[src/design/srtf_pkg.sv]
// ============================================================================
// srtf_pkg
// Shared types and constants for the SRTF scheduler.
// ============================================================================
package srtf_pkg;

    localparam int TimeW  = 24;
    localparam int FieldW = 16;
    localparam int DigitW = 4;
    localparam int NumDig = TimeW / DigitW;
    localparam int DigCntW = 3;
    localparam logic [TimeW-1:0] TickMax = {TimeW{1'b1}};

    localparam int InDataW  = 32;
    localparam int OutDataW = 112;

    typedef logic [2:0] status_t;
    localparam status_t StLoaded   = 3'd0;
    localparam status_t StRejected = 3'd1;
    localparam status_t StIdleTick = 3'd2;
    localparam status_t StRan      = 3'd3;
    localparam status_t StFinished = 3'd4;

    localparam logic KindLoad = 1'b0;
    localparam logic KindTick = 1'b1;

    typedef enum logic [2:0] {
        S_IDLE,
        S_SCAN,
        S_DECIDE,
        S_SUB,
        S_RESULT
    } state_t;

endpackage

[src/design/srtf_preemptive_scheduler_top.sv]
// ============================================================================
// srtf_preemptive_scheduler_top
// Preemptive shortest-remaining-time-first scheduler with a job table.
// ============================================================================
// Usage:
//   Input stream (s_*): s_tuser is the item kind (0 load job, 1 tick);
//   s_tdata carries arrival_time and burst_time. A load appends the job to
//   the next free slot, or is rejected when the table is full or the burst
//   is zero. A tick picks the arrived job with the least nonzero remaining
//   time (lowest slot on a tie), runs it one tick and advances time.
//   Output stream (m_*): one result transaction per input transaction.
//   Steps per item (accept to result ready); no new item is taken until
//   the result has moved to the output register:
//     load: straight to the result stage
//     tick: scan of the N jobs loaded, one table slot read per cycle through
//           the single read port of the job table; a tick that finishes a job
//           adds the nibble-serial subtract for turnaround and waiting times
//   A result waits in the output register while the receiver stalls; the
//   next input transaction is still taken, and the block holds its second
//   result in its result stage until the output register frees up.
//   Reset clears job count, finished count and time; the table contents
//   are undefined until loaded and only loaded slots are ever scanned.
// ============================================================================
module srtf_preemptive_scheduler_top
    import srtf_pkg::*;
#(
    parameter int MAX_JOBS = 16
)
(
    input  logic                clk,
    input  logic                rst_n,
    input  logic                s_tvalid,
    output logic                s_tready,
    // [15:0] arrival_time, [31:16] burst_time
    input  logic [InDataW-1:0]  s_tdata,
    // [0] kind
    input  logic                s_tuser,
    output logic                m_tvalid,
    input  logic                m_tready,
    // [2:0] status, [7:3] job_id, [31:8] time_now, [55:32] completion_time,
    // [79:56] waiting_time, [103:80] turnaround_time, [104] all_done,
    // [111:105] zero
    output logic [OutDataW-1:0] m_tdata
);

    localparam int IdxW  = (MAX_JOBS > 1) ? $clog2(MAX_JOBS) : 1;
    localparam int CntW  = $clog2(MAX_JOBS + 1);
    localparam int WordW = 3 * FieldW;

    // Job table: {arrival, burst, remaining}
    logic [WordW-1:0] mem [MAX_JOBS];
    logic [WordW-1:0] mem_q;
    logic [IdxW-1:0]  rd_addr;
    logic             mem_we;
    logic [IdxW-1:0]  wr_addr;
    logic [WordW-1:0] wr_data;

    state_t state_reg, state_next;

    logic [CntW-1:0]   loaded_reg;
    logic [CntW-1:0]   finished_reg;
    logic [TimeW-1:0]  tick_reg;
    logic [IdxW-1:0]   scan_reg;
    logic              found_reg;
    logic [IdxW-1:0]   best_idx_reg;
    logic [FieldW-1:0] best_rem_reg;
    logic [FieldW-1:0] best_arr_reg;
    logic [FieldW-1:0] best_bur_reg;

    // Result stage
    status_t           res_status_reg;
    logic [4:0]        res_id_reg;
    logic [TimeW-1:0]  res_now_reg;
    logic [TimeW-1:0]  res_comp_reg;

    // Nibble-serial subtractor shift registers
    logic [TimeW-1:0]   comp_sh_reg;
    logic [TimeW-1:0]   arr_sh_reg;
    logic [TimeW-1:0]   bur_sh_reg;
    logic [TimeW-1:0]   tat_sh_reg;
    logic [TimeW-1:0]   wait_sh_reg;
    logic               brw_tat_reg;
    logic               brw_wait_reg;
    logic [DigCntW-1:0] dig_reg;

    // Output register
    logic                m_tvalid_reg;
    logic [OutDataW-1:0] m_tdata_reg;

    // Fields of the incoming transaction
    logic              in_kind;
    logic [FieldW-1:0] in_arr;
    logic [FieldW-1:0] in_bur;
    logic              accept;
    logic              table_full;
    logic              scan_last;
    logic              out_free;

    // Current scanned entry
    logic [FieldW-1:0] ent_arr;
    logic [FieldW-1:0] ent_bur;
    logic [FieldW-1:0] ent_rem;
    logic              ent_pick;

    // One digit of each subtraction
    logic [DigitW:0]   tat_dig;
    logic [DigitW:0]   wait_dig;

    assign in_kind    = s_tuser;
    assign in_arr     = s_tdata[FieldW-1:0];
    assign in_bur     = s_tdata[2*FieldW-1:FieldW];
    assign accept     = s_tvalid && s_tready;
    assign table_full = (loaded_reg == CntW'(MAX_JOBS));
    assign scan_last  = ({1'b0, scan_reg} == (loaded_reg - CntW'(1)));
    assign out_free   = !m_tvalid_reg || m_tready;

    assign ent_arr  = mem_q[3*FieldW-1:2*FieldW];
    assign ent_bur  = mem_q[2*FieldW-1:FieldW];
    assign ent_rem  = mem_q[FieldW-1:0];
    assign ent_pick = ({{(TimeW-FieldW){1'b0}}, ent_arr} <= tick_reg) &&
                      (ent_rem != '0) && (!found_reg || (ent_rem < best_rem_reg));

    assign tat_dig  = {1'b0, comp_sh_reg[DigitW-1:0]} - {1'b0, arr_sh_reg[DigitW-1:0]}
                      - {{DigitW{1'b0}}, brw_tat_reg};
    assign wait_dig = {1'b0, tat_dig[DigitW-1:0]} - {1'b0, bur_sh_reg[DigitW-1:0]}
                      - {{DigitW{1'b0}}, brw_wait_reg};

    // ------------------------------------------------------------------
    // Next state
    // ------------------------------------------------------------------
    always_comb
    begin
        state_next = state_reg;
        unique case (state_reg)
            S_IDLE:
            begin
                if (accept)
                begin
                    if (in_kind == KindLoad)
                        state_next = S_RESULT;
                    else if (loaded_reg == '0)
                        state_next = S_DECIDE;
                    else
                        state_next = S_SCAN;
                end
            end
            S_SCAN:
            begin
                if (scan_last)
                    state_next = S_DECIDE;
            end
            S_DECIDE:
            begin
                if (found_reg && (best_rem_reg == FieldW'(1)))
                    state_next = S_SUB;
                else
                    state_next = S_RESULT;
            end
            S_SUB:
            begin
                if (dig_reg == DigCntW'(NumDig - 1))
                    state_next = S_RESULT;
            end
            S_RESULT:
            begin
                if (out_free)
                    state_next = S_IDLE;
            end
            default: state_next = S_IDLE;
        endcase
    end

    // ------------------------------------------------------------------
    // Control outputs
    // ------------------------------------------------------------------
    always_comb
    begin
        s_tready = 1'b0;
        mem_we   = 1'b0;
        wr_addr  = loaded_reg[IdxW-1:0];
        wr_data  = {in_arr, in_bur, in_bur};
        rd_addr  = scan_reg + IdxW'(1);
        unique case (state_reg)
            S_IDLE:
            begin
                s_tready = 1'b1;
                rd_addr  = '0;
                mem_we   = s_tvalid && (in_kind == KindLoad) && !table_full &&
                           (in_bur != '0);
            end
            S_DECIDE:
            begin
                mem_we  = found_reg;
                wr_addr = best_idx_reg;
                wr_data = {best_arr_reg, best_bur_reg, best_rem_reg - FieldW'(1)};
            end
            default:
            begin
                s_tready = 1'b0;
            end
        endcase
    end

    // ------------------------------------------------------------------
    // Job table
    // ------------------------------------------------------------------
    always_ff @(posedge clk)
    begin
        if (mem_we)
            mem[wr_addr] <= wr_data;
        mem_q <= mem[rd_addr];
    end

    // ------------------------------------------------------------------
    // Control registers
    // ------------------------------------------------------------------
    always_ff @(posedge clk or negedge rst_n)
    begin
        if (!rst_n)
        begin
            state_reg    <= S_IDLE;
            loaded_reg   <= '0;
            finished_reg <= '0;
            tick_reg     <= '0;
            m_tvalid_reg <= 1'b0;
        end
        else
        begin
            state_reg <= state_next;
            if (mem_we && (state_reg == S_IDLE))
                loaded_reg <= loaded_reg + CntW'(1);
            if ((state_reg == S_DECIDE) && found_reg && (best_rem_reg == FieldW'(1)))
                finished_reg <= finished_reg + CntW'(1);
            if ((state_reg == S_DECIDE) && (tick_reg != TickMax))
                tick_reg <= tick_reg + TimeW'(1);
            if ((state_reg == S_RESULT) && out_free)
                m_tvalid_reg <= 1'b1;
            else if (m_tready)
                m_tvalid_reg <= 1'b0;
        end
    end

    // ------------------------------------------------------------------
    // Datapath
    // ------------------------------------------------------------------
    always_ff @(posedge clk)
    begin
        unique case (state_reg)
            S_IDLE:
            begin
                scan_reg     <= '0;
                found_reg    <= 1'b0;
                res_now_reg  <= tick_reg;
                res_comp_reg <= '0;
                tat_sh_reg   <= '0;
                wait_sh_reg  <= '0;
                if (mem_we)
                begin
                    res_status_reg <= StLoaded;
                    res_id_reg     <= 5'(loaded_reg + CntW'(1));
                end
                else
                begin
                    res_status_reg <= StRejected;
                    res_id_reg     <= '0;
                end
            end
            S_SCAN:
            begin
                scan_reg <= scan_reg + IdxW'(1);
                if (ent_pick)
                begin
                    found_reg    <= 1'b1;
                    best_idx_reg <= scan_reg;
                    best_rem_reg <= ent_rem;
                    best_arr_reg <= ent_arr;
                    best_bur_reg <= ent_bur;
                end
            end
            S_DECIDE:
            begin
                dig_reg      <= '0;
                brw_tat_reg  <= 1'b0;
                brw_wait_reg <= 1'b0;
                comp_sh_reg  <= (tick_reg != TickMax) ? tick_reg + TimeW'(1) : TickMax;
                arr_sh_reg   <= {{(TimeW-FieldW){1'b0}}, best_arr_reg};
                bur_sh_reg   <= {{(TimeW-FieldW){1'b0}}, best_bur_reg};
                if (!found_reg)
                begin
                    res_status_reg <= StIdleTick;
                    res_id_reg     <= '0;
                    res_comp_reg   <= '0;
                end
                else
                begin
                    res_id_reg <= 5'({1'b0, best_idx_reg} + (IdxW+1)'(1));
                    if (best_rem_reg == FieldW'(1))
                    begin
                        res_status_reg <= StFinished;
                        res_comp_reg   <= (tick_reg != TickMax) ?
                                          tick_reg + TimeW'(1) : TickMax;
                    end
                    else
                    begin
                        res_status_reg <= StRan;
                        res_comp_reg   <= '0;
                    end
                end
            end
            S_SUB:
            begin
                // low digit first; results shift in from the top
                dig_reg      <= dig_reg + DigCntW'(1);
                comp_sh_reg  <= comp_sh_reg >> DigitW;
                arr_sh_reg   <= arr_sh_reg >> DigitW;
                bur_sh_reg   <= bur_sh_reg >> DigitW;
                tat_sh_reg   <= {tat_dig[DigitW-1:0], tat_sh_reg[TimeW-1:DigitW]};
                wait_sh_reg  <= {wait_dig[DigitW-1:0], wait_sh_reg[TimeW-1:DigitW]};
                brw_tat_reg  <= tat_dig[DigitW];
                brw_wait_reg <= wait_dig[DigitW];
            end
            S_RESULT:
            begin
                if (out_free)
                begin
                    m_tdata_reg <= {7'd0,
                                    (loaded_reg != '0) && (finished_reg == loaded_reg),
                                    brw_tat_reg ? {TimeW{1'b0}} : tat_sh_reg,
                                    (brw_tat_reg || brw_wait_reg) ? {TimeW{1'b0}} :
                                                                    wait_sh_reg,
                                    res_comp_reg,
                                    res_now_reg,
                                    res_id_reg,
                                    res_status_reg};
                end
            end
            default:
            begin
                scan_reg <= scan_reg;
            end
        endcase
    end

    assign m_tvalid = m_tvalid_reg;
    assign m_tdata  = m_tdata_reg;

endmodule

[config.mk]
export PLATFORM = sky130hd
export DESIGN_NAME = srtf_preemptive_scheduler_top
export DESIGN_NICKNAME = d
export VERILOG_FILES = /design/src/design/srtf_pkg.sv /design/src/design/srtf_preemptive_scheduler_top.sv
export SDC_FILE = /design/constraint.sdc
export NUM_CORES = 2
export LEC_CHECK = 0
export BUFFER_PORTS_ARGS = -buffer_cell sky130_fd_sc_hd__buf_2
export CAP_MARGIN = 20
export CORE_ASPECT_RATIO = 1.75
export CORE_MARGIN = 3
export CORE_UTILIZATION = 56
export DETAILED_ROUTE_END_ITERATION = 8
export PLACE_DENSITY = 0.76
export SLEW_MARGIN = 0
export SYNTH_ARGS = -nofsm -noshare
export SYNTH_HDL_FRONTEND = slang
export SYNTH_SLANG_ARGS = --single-unit
[constraint.sdc]
create_clock -name clk -period 6.21 [get_ports clk]
set_input_delay 1.5525 -clock clk [delete_from_list [all_inputs] [get_ports clk]]
set_output_delay 1.5525 -clock clk [all_outputs]
set_load 0.05 [all_outputs]
Word-level counts from Yosys, hierarchy flattened
Memories as Yosys holds them, arrays and structs flattened. A register that Yosys moved wholly into a read port is not among the register bits.
Cells that the tools add are included.
{"block": "word_totals", "ramBits": 768, "in_bits": 37, "output_inout_bits": 114, "regBits": 381, "wordCells": 129, "mem_count": 1}
{"name": "mem", "words": 16, "width": 48, "read_ports": 1, "rd_ports_with_merged_regs": 1, "write_ports": 1, "line": "srtf_preemptive_scheduler_top.sv:51", "rtl": "logic [WordW-1:0] mem [MAX_JOBS];"}
{"block": "op_classes", "add_sub_neg": 12, "bitwise": 1, "mux": 39, "magnitude_cmp": 2, "n_reduce_logical": 33, "n_eq_ne": 15}
{"cell": "case mux 24 bit (2 select lines)", "n": 6}
{"cell": "2-to-1 mux 24 bit", "n": 3}
{"cell": "2-to-1 mux 48 bit", "n": 1}
{"cell": "nonzero test 16 bit", "n": 2}
{"cell": "adder 24 x 1 -> 24 bit (second input constant)", "n": 1}
{"cell": "less-or-equal comparator 16 x 24 -> 1 bit", "n": 1}
{"cell": "2-to-1 mux 3 bit", "n": 8}
{"cell": "!= test 24 bit (second input constant)", "n": 1}
{"cell": "equality test 16 x 1 -> 1 bit (second input constant)", "n": 1}
{"cell": "< comparator 16 bit", "n": 1}
{"cell": "subtractor 16 x 1 -> 16 bit (second input constant)", "n": 1}
{"cell": "case mux 3 bit (5 select lines)", "n": 1}
{"cell": "logical AND 1 bit", "n": 13}
{"cell": "case mux 3 bit (2 select lines)", "n": 2}
{"cell": "adder 5 x 1 -> 5 bit (second input constant)", "n": 2}
{"cell": "2-to-1 mux 5 bit", "n": 2}
{"cell": "!= test 2 bit (second input constant)", "n": 5}
{"cell": "case mux 5 bit (2 select lines)", "n": 1}
{"cell": "nonzero test 2 bit", "n": 5}
{"cell": "subtractor 4 x 4 -> 5 bit", "n": 2}
{"cell": "subtractor 5 x 1 -> 5 bit", "n": 2}
{"cell": "2-to-1 mux 4 bit", "n": 2}
{"cell": "case mux 1 bit (2 select lines)", "n": 4}
{"cell": "case mux 4 bit (2 select lines)", "n": 1}
{"cell": "other kinds (20)", "n": 34}

Logic depth before layout (Yosys ltp)
{"block": "logic_depth", "ltp_word": 7, "depth_mapped": 14, "depth_no_buf": 13}

Least setup slack after synthesis
Ideal clock, no wire load.
{"block": "synth_timing", "path_kind": "reg2reg", "start": "register state_reg[2]", "end": "memory mem[10][0] in the netlist's numbering, enable pin", "period_less_slack_ns": 6.891, "required_time_ns": 5.697, "setup_ns": 0.513, "n_path_buf": 3, "path_slack_ns": -0.681, "arrival_time_ns": 6.378, "stages_incl_launch_ff": 9, "cell_sequence": "dfrtp_1 buf_6 nor2_1 and2_1 clkbuf_1 mux2i_1 a21bo_2 clkbuf_1 nor3_1"}
{"block": "synth_between", "elab_chain_cells": 4, "word_cells_on_any_way": 6, "cone_classes": "eq/ne: 1; mux: 4; reduce/logical: 1"}
{"element": "start: declaration", "line": "srtf_preemptive_scheduler_top.sv:58", "rtl": "state_t state_reg, state_next;"}
{"element": "start signal: assignment", "line": "srtf_preemptive_scheduler_top.sv:229", "rtl": "state_reg <= state_next;"}
{"element": "equality test 3 x 2 -> 1 bit or zero test 3 bit (tied branches)", "line": "srtf_preemptive_scheduler_top.sv:183", "rtl": "unique case (state_reg)"}
{"element": "case mux 1 bit (2 select lines)", "line": "srtf_preemptive_scheduler_top.sv:183"}
{"element": "2-to-1 mux 1 bit", "line": "srtf_preemptive_scheduler_top.sv:209", "rtl": "if (mem_we)"}
{"element": "2-to-1 mux 1 bit (not written as such)", "line": "srtf_preemptive_scheduler_top.sv:210", "rtl": "mem[wr_addr] <= wr_data;"}
{"element": "end: declaration", "line": "srtf_preemptive_scheduler_top.sv:51"}
Several ways; a longest one is shown, not always the timed one.

Final worst setup path
{"block": "layout_timing", "start": "input s_tdata[31]", "end": "memory mem[7][33] in the netlist's numbering, enable pin"}
{"block": "layout_between", "elab_chain_cells": 5}
{"element": "start: declaration", "line": "srtf_preemptive_scheduler_top.sv:35", "rtl": "input logic [InDataW-1:0] s_tdata,"}
{"element": "nonzero test 16 bit", "line": "srtf_preemptive_scheduler_top.sv:189", "rtl": "(in_bur != '0);"}
{"element": "logical AND 1 bit", "line": "srtf_preemptive_scheduler_top.sv:188", "rtl": "mem_we = s_tvalid && (in_kind == KindLoad) && !table_full &&"}
{"element": "case mux 1 bit (2 select lines)", "line": "srtf_preemptive_scheduler_top.sv:183"}
{"element": "2-to-1 mux 1 bit", "line": "srtf_preemptive_scheduler_top.sv:209"}
{"element": "2-to-1 mux 1 bit (not written as such)", "line": "srtf_preemptive_scheduler_top.sv:210"}
Every way passes these cells.

==> results.sh <==
export IMPL_status="complete, no violations"
export IMPL_min_from="mem_q[17]$_DFF_P_"
export IMPL_largest_reg_flops=768
export IMPL_p_per_area_nw_per_um2=478
export IMPL_critPathKind="primary input to register"
export IMPL_gr_total_overflow=0
export IMPL_avgSynthCellArea_sq_um=14.6
export IMPL_dpl_cell_count=4458
export IMPL_drive_gt1_share_pct=12.4
export IMPL_globalRouteMet3Util_pct=3.58
export IMPL_synth_edf_count=1095
export IMPL_start_util_pct=56.5
export IMPL_ant_nets=0
export IMPL_holdPathEnd="best_bur_reg[1]$_DFFE_PP_"
export IMPL_htree_levels=3
export IMPL_tightest_slew_ns=1.10
export IMPL_avgRoutedWirePerCell_microns=25.5
export IMPL_critPathRequiredTime_ns=6.52
export IMPL_synth_cell_types=72
export IMPL_final_util_pct=62.4
export IMPL_r2r_end="mem_q[31]$_DFF_P_"
export IMPL_cts_hold_fix_buffers=0
export IMPL_numCtsBuffers=94
export IMPL_grt_use_total_pct=26.0
export IMPL_cap_violations=0
export IMPL_fin_ws_ns=1.75
export IMPL_synth_cell_area_sq_um=48500
export IMPL_setup_viol=0
export IMPL_root_buffer="clkbuf_16"
export IMPL_routabilityCongestion=0.942
export IMPL_cp_start_kind="primary input"
export IMPL_hold_class="register to register"
export IMPL_yosysTopAreaCellShare_pct=67.8
export IMPL_vias_per_cell=6.23
export IMPL_yosys_cell_count_top_type="edfxtp_1"
export IMPL_postCtsSetupRepairBufs=0
export IMPL_grt_busiest_layer="met2"
export IMPL_fin_crit_sh_pct=71.8
export IMPL_clk_latency_ns=0.69
export IMPL_async_flop_share_pct=3.22
export IMPL_via_count=28930
export IMPL_fmax_ghz=0.224
export IMPL_place_ws_ns=1.16
export IMPL_p_leak_uw=0.0181
export IMPL_worstPathArrival_ns=4.77
export IMPL_grt_max_degree=161
export IMPL_max_slew_margin_pct=26.4
export IMPL_met2_usage_pct=46.8
export IMPL_seq_area_sq_um=34800
export IMPL_critPathSlowestCell="nor2b_4"
export IMPL_final_instance_count_excl_fill=4643
export IMPL_seq_area_frac_synth_pct=71.7
export IMPL_ys_ff_latch=1181
export IMPL_antenna_found_initial=1
export IMPL_syn_inst=3329
export IMPL_path_cells="buf_2, nor4_1, nand4_1, nand4_1, a211oi_1, nor2b_4, buf_4"
export IMPL_nets=3500
export IMPL_hold_viol=0
export IMPL_grt_pass1_vias=29442
export IMPL_die_h_microns=395
export IMPL_fin_crit_ns=4.46
export IMPL_dp_hpwl_microns=71300
export IMPL_rsz0062_at_grt="false"
export IMPL_drt_iter0_markers=2765
export IMPL_skew_ns=0.0178
export IMPL_yosys_top_cells_area="edfxtp_1 68%, nand2_1 2.4%, mux2i_1 2.1%"
export IMPL_nFillCells=6118
export IMPL_io_pins=151
export IMPL_die_w_microns=229
export IMPL_slew_viol_final=0
export IMPL_min_path_cells=0
export IMPL_synth_area_leader_cell="edfxtp_1"
export IMPL_multi_input_comb_area_sq_um=12500
export IMPL_design_area_sq_um=53600
export IMPL_drc=0
export IMPL_cts_buffer_depth=3
export IMPL_worstRegToRegCells=7
export IMPL_cts_sinks=1181
export IMPL_slowest_delay_ns=0.90
export IMPL_post_cts_resized=0
export IMPL_r2r_start="state_reg[2]$_DFFE_PN0P_"
export IMPL_ir_worst_vdd_mv=0.339
export IMPL_core_sq_um=85800
export IMPL_num_rows=142
export IMPL_use_met1_pct=28.1
export IMPL_worstSetupEndpointType="register"
export IMPL_path_common_cell="nand4_1"
export IMPL_reg2reg_slack_ns=1.95
export IMPL_dieArea_sq_um=90400
export IMPL_wl_microns=119000
export IMPL_io_buffer_count=143
export IMPL_grt_pass1_wl_microns=177000
export IMPL_dr_pass1_iters=6
export IMPL_synthToLayoutAreaGrowth_pct=10.4
export IMPL_postPlaceCellArea_sq_um=50400
export IMPL_cts_tree="done"
export IMPL_cp_max_fo=27
export IMPL_netlist_top_cells_count="1095 x edfxtp_1, 312 x nand2_1, 155 x nand2b_1"
export IMPL_clkTransAtPathRegs_ns=0.07
export IMPL_ys_warn_count=0
export IMPL_synthFlopType="edfxtp_1"
==> critical path, delay by kind of cell <==
family	cells	cell delay (ns)
buffers and inverters	2	0.75
AO/OA/AOI/OAI	1	0.62
AND/OR/NAND/NOR	4	1.81
==> per-stage QoR <==
stage | power (uW) | hold WS [ns] | TNS, ns
after floorplan | 17000 | 0.386 | -255.63
after global placement | 19300 | 0.387 | 0
after detailed placement | 19600 | 0.389 | 0
after CTS | 25600 | 0.398 | 0
after global routing | 26600 | 0.413 | 0
final | 25600 | 0.399 | 0
==> per-layer routing <==
metal / share of wire, % / vias up
met2: 53 / 1351
met4: 7.7 / 0
li1: - / 12871
met1: 33 / 14318
met3: 6.3 / 390
met5: 0 / -
==> worst max path at each step <==
stage                                  start               endpoint  cells past startpoint
finish                           s_tdata[31]   mem[7][33]$_DFFE_PP_                      7
global route                     s_tdata[21]  mem[14][34]$_DFFE_PP_                      7
CTS                              s_tdata[21]  mem[14][16]$_DFFE_PP_                      7
detailed placement               s_tdata[31]  mem[14][37]$_DFFE_PP_                      7
global placement                 s_tdata[31]   mem[7][34]$_DFFE_PP_                      7
floorplan           state_reg[2]$_DFFE_PN0P_   mem[10][0]$_DFFE_PP_                      8
==> cell families after synthesis <==
logic type	synth area share [%]
AND/OR/NAND/NOR	10.8
adder cells (fa/ha/maj)	1.48
flip-flops	71.7
other	0.00773
AO/OA/AOI/OAI	9.43
multiplexers	2.22
buffers and inverters	2.84
XOR/XNOR	1.52
==> area by class of cell <==
cell class                      count  area share [%]
Sequential cell                  1181            65.0
Multi-Input combinational cell   1855            23.4
Clock buffer                      128            4.86
Timing Repair Buffer              222            2.71
Tap cell                         1152            2.69
Clock inverter                     49           0.965
Inverter                           54           0.388
Antenna cell                        2         0.00934
==> power by group <==
group	switching, uW	internal [uW]
Clock	2730	3340
Sequential	597	10600
Combinational	5960	2400
Total	9290	16300
==> cells in the final DEF (no fill, tap or decap), types with 11 or more instances in the layout <==
| master | netlist | layout |
|---|---|---|
| a211o_1 | 48 | 48 |
| a211oi_1 | 98 | 98 |
| a21oi_1 | 38 | 38 |
| a311o_1 | 48 | 48 |
| a31oi_1 | 67 | 67 |
| and2_1 | 39 | 37 |
| and3_1 | 139 | 138 |
| buf_12 | 0 | 11 |
| buf_2 | 51 | 143 |
| buf_4 | 18 | 67 |
| clkbuf_1 | 146 | 25 |
| clkbuf_16 | 0 | 97 |
| clkinv_2 | 0 | 16 |
| dfrtp_1 | 38 | 38 |
| dfxtp_1 | 48 | 48 |
| edfxtp_1 | 1095 | 1095 |
| ha_1 | 51 | 51 |
| inv_1 | 52 | 52 |
| mux2i_1 | 102 | 102 |
| nand2_1 | 312 | 308 |
| nand2b_1 | 155 | 155 |
| nand3_1 | 22 | 22 |
| nand4_1 | 19 | 19 |
| nor2_1 | 125 | 122 |
| nor2b_1 | 76 | 67 |
| nor3_1 | 23 | 14 |
| nor3_2 | 2 | 11 |
| nor4_1 | 18 | 18 |
| o2111ai_1 | 56 | 56 |
| o211ai_1 | 97 | 97 |
| o21ai_0 | 22 | 15 |
| o31ai_1 | 100 | 100 |
| or4_1 | 43 | 43 |
| xnor2_1 | 68 | 67 |
| xor2_1 | 13 | 13 |
Power figures use the tool's default switching activity.
